`src/design/att_pkg.sv`:
```
// Shared types and constants for the alarm timer table.
// Holds the slot record layout, the operation codes and the sequencer states.
// No dependencies.
`timescale 1ns / 1ps
`default_nettype none

package att_pkg;

	// Handle counter reset value and the step between handles.
	localparam logic [31:0] HANDLE_BASE_RESET = 32'h3FFE_8000;
	localparam logic [31:0] HANDLE_STEP       = 32'd4;

	// Request operation codes. Code 7 has no meaning and is answered with an error.
	typedef enum logic [2:0] {
		OP_CREATE     = 3'd0,
		OP_START_ONCE = 3'd1,
		OP_START_PER  = 3'd2,
		OP_STOP       = 3'd3,
		OP_DELETE     = 3'd4,
		OP_QUERY      = 3'd5,
		OP_TICK       = 3'd6
	} opcode_t;

	// Sequencer states.
	typedef enum logic [3:0] {
		ST_IDLE = 4'b0001,
		ST_EXEC = 4'b0010,
		ST_SCAN = 4'b0100,
		ST_HIT  = 4'b1000
	} state_t;

	// One slot of the timer table, stored as a single memory word.
	typedef struct packed {
		logic [31:0] handle;
		logic [31:0] callback;
		logic [31:0] argument;
		logic        active;
		logic        periodic;
		logic [63:0] period;
		logic [63:0] alarm;
	} slot_rec_t;

endpackage

`default_nettype wire

```
`src/design/att_ram.sv`:
```
// Generic single-write, single-read RAM with a registered read port.
// Used for the timer slot table. No dependencies.
`timescale 1ns / 1ps
`default_nettype none

module att_ram #(
	parameter int WIDTH = 32,
	parameter int DEPTH = 16,
	localparam int AW = (DEPTH > 1) ? $clog2(DEPTH) : 1
) (
	input  wire logic             clk,
	input  wire logic             wr_en,
	input  wire logic [AW-1:0]    wr_addr,
	input  wire logic [WIDTH-1:0] wr_data,
	input  wire logic             rd_en,
	input  wire logic [AW-1:0]    rd_addr,
	output logic      [WIDTH-1:0] rd_data
);

	logic [WIDTH-1:0] mem_q [DEPTH];

	// Write port.
	always_ff @(posedge clk) begin
		if (wr_en) begin
			mem_q[wr_addr] <= wr_data;
		end
	end

	// Registered read port; the data holds while no read is issued.
	always_ff @(posedge clk) begin
		if (rd_en) begin
			rd_data <= mem_q[rd_addr];
		end
	end

endmodule

`default_nettype wire

```
`src/design/alarm_timer_table.sv`:
```
// Top level of the alarm timer table: request sequencer, slot scan and result register.
// Depends on att_pkg and att_ram.
`timescale 1ns / 1ps
`default_nettype none

//  Channel  | Handshake               | Payload
//  ---------+-------------------------+---------------------------------------------
//  request  | in_valid / in_ready     | operation, handle, callback_address,
//           |                         | callback_argument, duration_us, now_us
//  result   | out_valid / out_ready   | status, new_handle, is_running, fired,
//           |                         | fired_callback, fired_argument, last
//  config   | cfg_wr_en               | cfg_wr_data (handle base, reloads the counter)
//
// Create and undefined operations are answered from the execute state, without a scan.
// Start, stop, delete and query walk the slot table through the single RAM read port,
// one slot per cycle until a matching slot ends the walk. Tick walks all used slots the
// same way and, on each expired timer, does the write-back and then restarts the read.
// Reset clears only control state; no clearing pass over the RAM is needed. A stalled
// result beat holds the sequencer at its next result load; a new request is taken once
// the sequencer is back in idle.

module alarm_timer_table #(
	parameter int TIMER_SLOTS = 16
) (
	input  wire logic        clk,
	input  wire logic        arst_n,

	input  wire logic        cfg_wr_en,
	input  wire logic [31:0] cfg_wr_data,

	input  wire logic        in_valid,
	output logic             in_ready,
	input  wire logic [2:0]  operation,
	input  wire logic [31:0] handle,
	input  wire logic [31:0] callback_address,
	input  wire logic [31:0] callback_argument,
	input  wire logic [63:0] duration_us,
	input  wire logic [63:0] now_us,

	output logic             out_valid,
	input  wire logic        out_ready,
	output logic             status,
	output logic [31:0]      new_handle,
	output logic             is_running,
	output logic             fired,
	output logic [31:0]      fired_callback,
	output logic [31:0]      fired_argument,
	output logic             last
);

	import att_pkg::*;

	localparam int AW = (TIMER_SLOTS > 1) ? $clog2(TIMER_SLOTS) : 1;
	localparam int CW = $clog2(TIMER_SLOTS + 1);

	// Control state.
	state_t         state_q;
	logic [CW-1:0]  used_q;
	logic [CW-1:0]  idx_q;
	logic           chk_vld_q;
	logic [AW-1:0]  chk_idx_q;
	logic [31:0]    next_handle_q;
	logic           pend_vld_q;
	logic           out_valid_q;

	// Latched request and pending fire beat.
	opcode_t        op_q;
	logic [31:0]    handle_q;
	logic [31:0]    cb_q;
	logic [31:0]    arg_q;
	logic [63:0]    dur_q;
	logic [63:0]    now_q;
	logic [31:0]    pend_cb_q;
	logic [31:0]    pend_arg_q;

	// Result register.
	logic           status_q;
	logic [31:0]    new_handle_q;
	logic           is_running_q;
	logic           fired_q;
	logic [31:0]    fired_cb_q;
	logic [31:0]    fired_arg_q;
	logic           last_q;

	// RAM signals.
	slot_rec_t      rd_rec;
	slot_rec_t      wr_rec;
	logic           rd_en;
	logic           wr_en;
	logic [AW-1:0]  wr_addr;

	// Combinational helpers.
	logic           is_tick;
	logic           is_start;
	logic           full;
	logic           hit;
	logic           scan_done;
	logic           out_free;
	logic           tick_go;
	logic [63:0]    add_a;
	logic [63:0]    add_b;
	logic [63:0]    add_sum;

	// Result load.
	logic           ld_en;
	logic           ld_status;
	logic [31:0]    ld_new_handle;
	logic           ld_is_running;
	logic           ld_fired;
	logic [31:0]    ld_cb;
	logic [31:0]    ld_arg;
	logic           ld_last;

	att_ram #(
		.WIDTH ($bits(slot_rec_t)),
		.DEPTH (TIMER_SLOTS)
	) u_slots (
		.clk     (clk),
		.wr_en   (wr_en),
		.wr_addr (wr_addr),
		.wr_data (wr_rec),
		.rd_en   (rd_en),
		.rd_addr (idx_q[AW-1:0]),
		.rd_data (rd_rec)
	);

	assign in_ready       = (state_q == ST_IDLE);
	assign out_valid      = out_valid_q;
	assign status         = status_q;
	assign new_handle     = new_handle_q;
	assign is_running     = is_running_q;
	assign fired          = fired_q;
	assign fired_callback = fired_cb_q;
	assign fired_argument = fired_arg_q;
	assign last           = last_q;

	// Decode and scan conditions.
	assign is_tick   = (op_q == OP_TICK);
	assign is_start  = (op_q == OP_START_ONCE) || (op_q == OP_START_PER);
	assign full      = (used_q >= CW'(TIMER_SLOTS));
	assign out_free  = !out_valid_q || out_ready;
	assign tick_go   = !pend_vld_q || out_free;
	assign hit       = is_tick ? (rd_rec.active && (now_q >= rd_rec.alarm))
	                           : (rd_rec.handle == handle_q);
	assign scan_done = !chk_vld_q && (idx_q == used_q);
	assign rd_en     = (state_q == ST_SCAN) && (idx_q != used_q) && !(chk_vld_q && hit);

	// Shared 64-bit adder: start computes now + duration, tick advances by one period.
	assign add_a   = is_tick ? rd_rec.alarm : now_q;
	assign add_b   = is_tick ? rd_rec.period : dur_q;
	assign add_sum = add_a + add_b;

	// Slot write-back for create and for a matched slot.
	always_comb begin
		wr_en   = 1'b0;
		wr_addr = chk_idx_q;
		wr_rec  = rd_rec;
		unique case (state_q)
			ST_EXEC: begin
				if (op_q == OP_CREATE && out_free && !full) begin
					wr_en           = 1'b1;
					wr_addr         = used_q[AW-1:0];
					wr_rec.handle   = next_handle_q;
					wr_rec.callback = cb_q;
					wr_rec.argument = arg_q;
					wr_rec.active   = 1'b0;
					wr_rec.periodic = 1'b0;
					wr_rec.period   = '0;
					wr_rec.alarm    = '0;
				end
			end
			ST_HIT: begin
				unique case (op_q)
					OP_START_ONCE, OP_START_PER: begin
						wr_en           = out_free;
						wr_rec.active   = 1'b1;
						wr_rec.periodic = (op_q == OP_START_PER);
						wr_rec.period   = (op_q == OP_START_PER) ? dur_q : '0;
						wr_rec.alarm    = add_sum;
					end
					OP_STOP: begin
						wr_en         = out_free;
						wr_rec.active = 1'b0;
					end
					OP_DELETE: begin
						wr_en         = out_free;
						wr_rec.active = 1'b0;
						wr_rec.handle = '0;
					end
					OP_TICK: begin
						wr_en = tick_go;
						if (rd_rec.periodic) begin
							wr_rec.alarm = add_sum;
						end else begin
							wr_rec.active = 1'b0;
						end
					end
					default: begin
						wr_en = 1'b0;
					end
				endcase
			end
			default: begin
				wr_en = 1'b0;
			end
		endcase
	end

	// Result beat selection.
	always_comb begin
		ld_en         = 1'b0;
		ld_status     = 1'b0;
		ld_new_handle = '0;
		ld_is_running = 1'b0;
		ld_fired      = 1'b0;
		ld_cb         = '0;
		ld_arg        = '0;
		ld_last       = 1'b1;
		unique case (state_q)
			ST_EXEC: begin
				ld_en = out_free;
				if (op_q == OP_CREATE) begin
					ld_status     = full;
					ld_new_handle = full ? '0 : next_handle_q;
				end else begin
					ld_status = 1'b1;
				end
			end
			ST_SCAN: begin
				if (scan_done) begin
					ld_en = out_free;
					if (is_tick) begin
						ld_fired = pend_vld_q;
						ld_cb    = pend_vld_q ? pend_cb_q : '0;
						ld_arg   = pend_vld_q ? pend_arg_q : '0;
					end else begin
						ld_status = is_start;
					end
				end
			end
			ST_HIT: begin
				if (is_tick) begin
					// A newer expiry proves the held one is not the final beat.
					ld_en    = pend_vld_q && out_free;
					ld_fired = 1'b1;
					ld_cb    = pend_cb_q;
					ld_arg   = pend_arg_q;
					ld_last  = 1'b0;
				end else begin
					ld_en         = out_free;
					ld_is_running = (op_q == OP_QUERY) && rd_rec.active;
				end
			end
			default: begin
				ld_en = 1'b0;
			end
		endcase
	end

	// Sequencer and control registers.
	always_ff @(posedge clk or negedge arst_n) begin
		if (!arst_n) begin
			state_q       <= ST_IDLE;
			used_q        <= '0;
			idx_q         <= '0;
			chk_vld_q     <= 1'b0;
			next_handle_q <= HANDLE_BASE_RESET;
			pend_vld_q    <= 1'b0;
			out_valid_q   <= 1'b0;
		end else begin
			if (ld_en) begin
				out_valid_q <= 1'b1;
			end else if (out_ready) begin
				out_valid_q <= 1'b0;
			end

			unique case (state_q)
				ST_IDLE: begin
					if (in_valid) begin
						idx_q      <= '0;
						chk_vld_q  <= 1'b0;
						pend_vld_q <= 1'b0;
						if (operation == OP_CREATE || operation > OP_TICK) begin
							state_q <= ST_EXEC;
						end else begin
							state_q <= ST_SCAN;
						end
					end
				end
				ST_EXEC: begin
					if (out_free) begin
						if (op_q == OP_CREATE && !full) begin
							used_q        <= used_q + CW'(1);
							next_handle_q <= next_handle_q + HANDLE_STEP;
						end
						state_q <= ST_IDLE;
					end
				end
				ST_SCAN: begin
					chk_vld_q <= rd_en;
					if (rd_en) begin
						idx_q <= idx_q + CW'(1);
					end
					if (chk_vld_q && hit) begin
						state_q <= ST_HIT;
					end else if (scan_done && out_free) begin
						state_q <= ST_IDLE;
					end
				end
				ST_HIT: begin
					if (is_tick) begin
						if (tick_go) begin
							pend_vld_q <= 1'b1;
							state_q    <= ST_SCAN;
						end
					end else if (out_free) begin
						state_q <= ST_IDLE;
					end
				end
				default: begin
					state_q <= ST_IDLE;
				end
			endcase

			// The handle base is to be written only while idle; the block does not enforce this. A write restarts the counter.
			if (cfg_wr_en) begin
				next_handle_q <= cfg_wr_data;
			end
		end
	end

	// Request latch, read address tracking, pending beat and result payload.
	always_ff @(posedge clk) begin
		if (in_valid && in_ready) begin
			op_q     <= opcode_t'(operation);
			handle_q <= handle;
			cb_q     <= callback_address;
			arg_q    <= callback_argument;
			dur_q    <= duration_us;
			now_q    <= now_us;
		end
		if (rd_en) begin
			chk_idx_q <= idx_q[AW-1:0];
		end
		if (state_q == ST_HIT && is_tick && tick_go) begin
			pend_cb_q  <= rd_rec.callback;
			pend_arg_q <= rd_rec.argument;
		end
		if (ld_en) begin
			status_q     <= ld_status;
			new_handle_q <= ld_new_handle;
			is_running_q <= ld_is_running;
			fired_q      <= ld_fired;
			fired_cb_q   <= ld_cb;
			fired_arg_q  <= ld_arg;
			last_q       <= ld_last;
		end
	end

endmodule

`default_nettype wire
```
`config.mk`:
```
export PLATFORM = sky130hd
export DESIGN_NAME = alarm_timer_table
export DESIGN_NICKNAME = d
export VERILOG_FILES = /design/src/design/att_pkg.sv /design/src/design/att_ram.sv /design/src/design/alarm_timer_table.sv
export SDC_FILE = /design/constraint.sdc
export NUM_CORES = 2
export LEC_CHECK = 0
export BUFFER_PORTS_ARGS = -buffer_cell sky130_fd_sc_hd__buf_2
export CAP_MARGIN = 20
export CORE_ASPECT_RATIO = 1.25
export CORE_UTILIZATION = 40
export CTS_CLUSTER_SIZE = 30
export DETAILED_ROUTE_END_ITERATION = 16
export HOLD_SLACK_MARGIN = 0.03
export PLACE_DENSITY = 0.55
export SYNTH_ARGS = -nofsm -noshare
export SYNTH_HDL_FRONTEND = slang
export SYNTH_SLANG_ARGS = --single-unit
```
`constraint.sdc`:
```
create_clock -name clk -period 14.9 [get_ports clk]
set_clock_uncertainty 0.05 [all_clocks]
set_input_delay 0.745 -clock clk [delete_from_list [all_inputs] [get_ports clk]]
set_output_delay 0.745 -clock clk [all_outputs]
set_load 0.02 [all_outputs]
```
== After elaboration in Yosys (flattened, before gate mapping) ==
Memory sizes are Yosys's and may differ from the RTL's. A register that Yosys moved wholly into a read port is not among the register bits.
Cells that the tools add are included.
Word-level totals
  output and inout bits: 102
  bits in writable memories: 3616
  flip-flop bits (word level): 444
  bits of input ports: 264
  logic and storage cells: 160
  memories: 1
Operators by class
  mux-type cells: 65
  reduce and logical (&&, ||, !) cells: 42
  magnitude comparators: 3
  equality and inequality tests: 19
  $add $sub $neg: 4
  bitwise logic cells: 3
Memory list
  u_slots.mem_q: words 16, width 226, read ports 1, clocked after Yosys merged registers in 1, write ports 1, line att_ram.sv:20  | logic [WIDTH-1:0] mem_q [DEPTH];
Operators with widths (number)
  $mux 32: 13
  $mux 64: 5
  $pmux 130 s2: 1
  $mux 226: 1
  $pmux 32 s2: 3
  $pmux 64 s2: 1
  $mux 65: 1
  $add 64x64->64: 1
  $ge 64x64->1: 1
  $add 32x3->32 const B: 1
  $eq 32x32->1: 1
  $mux 4: 8
  $mux 1: 19
  $pmux 4 s4: 1
  $logic_and 1x1->1: 14
  $pmux 1 s2: 6
  $reduce_and 3->1: 4
  $reduce_bool 2->1: 6
  $add 5x1->5 const B: 2
  $mux 5: 2
  $pmux 5 s2: 1
  $eq 3x3->1 const B: 3
  $ne 2x2->1 const B: 4
  $eq 3x2->1 const B: 2
  22 further kinds: 35

== Longest topological paths before layout ==
  depth after elaboration: 8
  gate-level depth with buffers: 21
  mapped depth without buffers: 17

== Modules after synthesis ==
From an unflattened synthesis, not the netlist that was laid out.
Second synthesis, totals
  cells, all modules: 8500
  area, all modules: 167799.7 µm²
Modules (own cells, without submodules)
  att_ram: seq. area each 115370.6 µm², area each 142545.5 µm², cells each 5914, instances 1
  alarm_timer_table: seq. area each 13106.3 µm², area each 25254.2 µm², cells each 2586, instances 1

== Worst setup path after synthesis ==
Ideal clock, no wire load.
  path type: register to register
  from: register state_q[3]
  to: memory u_slots.mem_q[7][0] (netlist name), enable pin
  setup slack: 2549 ps
  data arrival time: 11484 ps
  data required time: 14032 ps
  library setup time: 818 ps
  path buffers: 2
  stages on the path, launching flop included: 8
  period minus slack after synthesis: 12351 ps
  cell sequence: dfrtp_1 > or4b_1 > buf_2 > nor3_4 > buf_2 > mux2i_1 > or3_1 > nor2_1
Between the ends
  longest elaborated chain between the ends: 4
  elaborated cells on any way between the ends: 6
  those cells by class: 2 x eq/ne; 4 x mux
RTL lines
  from (decl): line alarm_timer_table.sv:57  | state_t state_q;
  from (signal assigned): line alarm_timer_table.sv:263  | state_q <= ST_IDLE;
  from (signal assigned): line alarm_timer_table.sv:284  | state_q <= ST_EXEC;
  from (signal assigned): line alarm_timer_table.sv:286  | state_q <= ST_SCAN;
  $eq 4x4->1 / $eq 4x2->1 (equally long branches): line alarm_timer_table.sv:158  | unique case (state_q)
  $pmux 1 s2: line alarm_timer_table.sv:158
  $mux 1: line att_ram.sv:24  | if (wr_en) begin
  $mux 1 (implied by the code): line att_ram.sv:25  | mem_q[wr_addr] <= wr_data;
  to (decl): line att_ram.sv:20
Parallel ways exist; a longest one is shown, timed or not.

== Worst setup path after layout ==
  from: register op_q[2]
  to: memory u_slots.mem_q[0][84] (netlist name), enable pin
Between the ends
  longest elaborated chain between the ends: 7
  elaborated cells on any way between the ends: 16
  those cells by class: 5 x eq/ne; 7 x mux; 4 x reduce/logical
RTL lines
  from (decl): line alarm_timer_table.sv:67  | opcode_t op_q;
  from (signal assigned): line alarm_timer_table.sv:335  | op_q <= opcode_t'(operation);
  branches (longest 7 deep; another with $reduce_or 4->1)
Several ways; the timed one is not identified.

==> flow_summary.rst <==
.. list-table::
   :header-rows: 1

   * - Metric
     - Value
   * - Result of the run
     - completed
   * - Highest achievable clock rate
     - 141 MHz
   * - Worst setup slack for register-to-register paths
     - 7810 ps
   * - Classification of the worst setup path
     - flop to flop
   * - Number of nets in the finished design
     - 9203
   * - Transition time at the pin with the least slew margin
     - 1220 ps
   * - Yosys top cell by area
     - edfxtp_1
   * - Final Setup Violations
     - 0
   * - Yosys warns
     - 0
   * - Met1 Wirelength
     - 194000 um
   * - Most common cell in the netlist
     - edfxtp_1
   * - 1st-iter DRT viols
     - 8502
   * - GRT Overall Usage
     - 22.0%
   * - First element of the critical path
     - op_q[2]$_DFFE_PP_
   * - Kind of end point of the critical path
     - flop
   * - Most frequent cells after synthesis
     - edfxtp_1, mux4_2, nand2_1, clkbuf_1, o21ai_0
   * - P&R area growth vs syn
     - 15.2%
   * - Yosys cell types
     - 82
   * - Worst path arrival time
     - 7640 ps
   * - Mean Syn Cell Area
     - 21.1 um2
   * - Sum of negative setup slack
     - 0 ps
   * - Post-synthesis cell area
     - 0.167 mm2
   * - Top metal layer carrying routed signals
     - met5
   * - Number of global-route vias before repair
     - 86700
   * - Slowest cell on the critical path
     - buf_4
   * - ANT nets after route
     - 0
   * - Worst-case headroom to the max-slew limit
     - 18.8%
   * - Unrepaired setup endpoints after global routing
     - no
   * - Depth of the CTS H-tree
     - 5
   * - Post-CTS Setup Inserts
     - 0
   * - Max Slew Vio Count
     - 0
   * - Root buf cell
     - clkbuf_16
   * - FFs w/ async S/R, synth
     - 1.14%
   * - Initial antenna violation count
     - 24
   * - Number of enable flip-flop cells after synthesis
     - 4237
   * - Final Util
     - 46.3%
   * - Cells resized by post-CTS repair
     - 0
   * - Overall die height
     - 725 um
   * - Congestion Overflow GR
     - 0
   * - Static Leakage
     - 61.1 nW
   * - Final clock period utilization by the worst path
     - 47.6%
   * - Clock Pin Slew Worst Setup and Hold Paths
     - 60 ps
   * - Most frequent CP cell
     - buf_4
   * - Largest fanout on the critical path
     - 46
   * - Sum of met2 wire segment lengths after detailed routing
     - 233000 um
   * - Pin count of the biggest net entering global routing
     - 166
   * - Worst min-delay path category
     - primary input to flop
   * - CTS tree
     - yes
   * - Sequential element share of the synthesized area
     - 76.8%
   * - First-pass DRT Iterations
     - 8
   * - Number of buffers created by CTS
     - 420
   * - Start point of the worst min-delay path
     - cfg_wr_en
   * - Layout cells sized above 1
     - 25.7%
   * - Post-Synthesis Net Count
     - 8336
   * - Post-DP HPWL
     - 267000 um
   * - Prevailing post-synth register cell
     - edfxtp_1
   * - Biggest area contributors in the synthesized netlist
     - edfxtp_1, mux4_2, nand2_1
   * - Hold slack final
     - 154 ps
   * - Routability cong.
     - 0.835
   * - Final hold vios
     - 0
   * - Clk buf depth
     - 4
   * - Type of element launching the critical path
     - flop
   * - Mean number of vias per cell
     - 5.74
   * - Routed wire per std cell
     - 32.1 um
   * - Remaining DRCs
     - 0
   * - Wire length of the first global-routing pass
     - 661000 um
   * - WP data required
     - 15450 ps
   * - Initial core utilization
     - 40.2%
   * - Port bufs
     - 365
   * - Time the worst path needs with I/O delays and setup
     - 7090 ps
   * - Synthesis-stage register bit count
     - 4286
   * - Cells traversed along the worst timing path
     - or4_1 > buf_4 > nor3_4 > buf_4 > mux2i_1 > nand3_1 > nor2_4 > buf_4 > buf_4 > buf_4 > buf_4
   * - Length of routed met3 wiring
     - 26700 um
   * - Later-pin clock latency in the skew report
     - 1040 ps
   * - PwrDens
     - 159 mW/mm2
   * - Area of the die
     - 0.421 mm2
   * - Share of the synthesized area in the top cell type
     - 76.0%
   * - Num ports
     - 366
   * - Instance count of the mapped netlist
     - 7940
   * - Placeable core area
     - 0.416 mm2
   * - Total via count after detailed routing
     - 84000
   * - Slowest Stage Delay on Critical Path
     - 900 ps
   * - R2r startpoint
     - op_q[2]$_DFFE_PP_
   * - Clock sink count
     - 4286
   * - Aggregate routed wire length
     - 469000 um
   * - Max Cap Violations
     - 0
   * - Max rail drop VDD
     - 116 uV
   * - Hold Buf Count CTS
     - 261
   * - Number of cell rows
     - 265
   * - Horiz. Die Dim
     - 581 um
   * - Number of filler instances in the final layout
     - 34700
[sequential cells by signal (all words and copies together) (netlist names), 3 cells and up]
register,cells
u_slots.mem_q,3616
u_slots.rd_data,226
dur_q,64
now_q,64
arg_q,32
cb_q,32
fired_argument,32
fired_callback,32
handle_q,32
new_handle,32
next_handle_q,32
pend_arg_q,32
pend_cb_q,32
idx_q,5
used_q,5
chk_idx_q,4
state_q,4
op_q,3
[critical path, delay by kind of cell, from the launching register on]
family	cells	cell delay [ps]
flops	1	580
simple gates	4	1480
mux	1	460
buf+inv	6	3940
[cells in the final DEF (no fill, tap or decap), drive strengths merged, types with 5 or more instances in the layout]
cell type    Yosys  final
and4             5      5
and3            21     21
and2            69     69
buf             95    590
clkbuf         311    505
clkinvlp         0     15
ha             131    131
o21bai          13     13
nor3b            5      5
mux2i           47     47
dfrtp           34     34
nor2b           57     57
o21ai          209    209
nand3           39     39
diode            0      6
a21oi          169    169
a211oi          53     53
bufinv           0     35
edfxtp        4237   4237
dfstp           15     15
nand4           44     44
a31oi           51     51
nor3            25     25
o21a             5      5
dlygate4sd3      0    261
nand2          638    638
inv            104    123
xor2            52     52
o211ai          10     10
o31ai            5      5
nand2b          13     13
xnor2           73     73
a22o            71     71
nor2           110    110
or3              9      9
mux4          1087   1087
nor4            11     11
a21o            66     66
clkinv           0    205
[logic make-up after synthesis]
| logic type | share of synthesized area, % |
|---|---|
| XOR/XNOR | 0.654 |
| multiplexers | 14.9 |
| AO/OA/AOI/OAI | 2.63 |
| adder cells (fa/ha/maj) | 0.991 |
| AND/OR/NAND/NOR | 2.86 |
| flip-flops | 76.8 |
| buffers and inverters | 1.17 |
[routing by layer]
metal  up-vias  global-route usage [%]
met1     45800                    29.9
li1      34500                       -
met2      3063                    36.9
met3       607                    2.94
met4         8                    6.82
met5         -                       0
[stage by stage]
stage / instance area [um2] / instances / power [mW] / worst slack (ps)
finish: 193000 / 14600 / 30.6 / 7810
global route: 193000 / 14600 / 31.7 / 7590
CTS: 193000 / 14600 / 30.9 / 7790
detailed placement: 177000 / 13600 / 20.4 / 7840
global placement: 176000 / 13600 / 20.3 / 7860
floorplan: 167000 / 7940 / 18.3 / 2550
[final timing paths]
kind / depth (start not counted) / endpoint
setup / recovery: 11 / u_slots.mem_q[0][84]$_DFFE_PP_
hold / removal: 3 / next_handle_q[18]$_DFFE_PN1P_
setup reg to reg: 11 / u_slots.mem_q[0][84]$_DFFE_PP_
hold reg to reg: 0 / pend_arg_q[26]$_DFFE_PP_
max in group asynchronous: 3 / idx_q[2]$_DFFE_PN0P_
min in group asynchronous: 3 / idx_q[4]$_DFFE_PN0P_
[area by class of cell]
class	instances	area (um2)	share of cell area, %
Timing Repair Buffer	851	6440	3.34
Clock buffer	505	10900	5.68
Tap cell	5473	6850	3.55
Sequential cell	4286	128000	66.6
Inverter	104	405	0.210
Antenna cell	6	15.0	0.00779
Clock inverter	274	2500	1.29
Multi-Input combinational cell	3144	37200	19.3
[report_power, final]
group	leakage (nW)	internal, mW	switching, mW
combinational	15.8	2.26	3.27
sequential	38.8	14.1	0.504
clock	6.54	5.86	4.65
(Power assumes the default switching activity.)
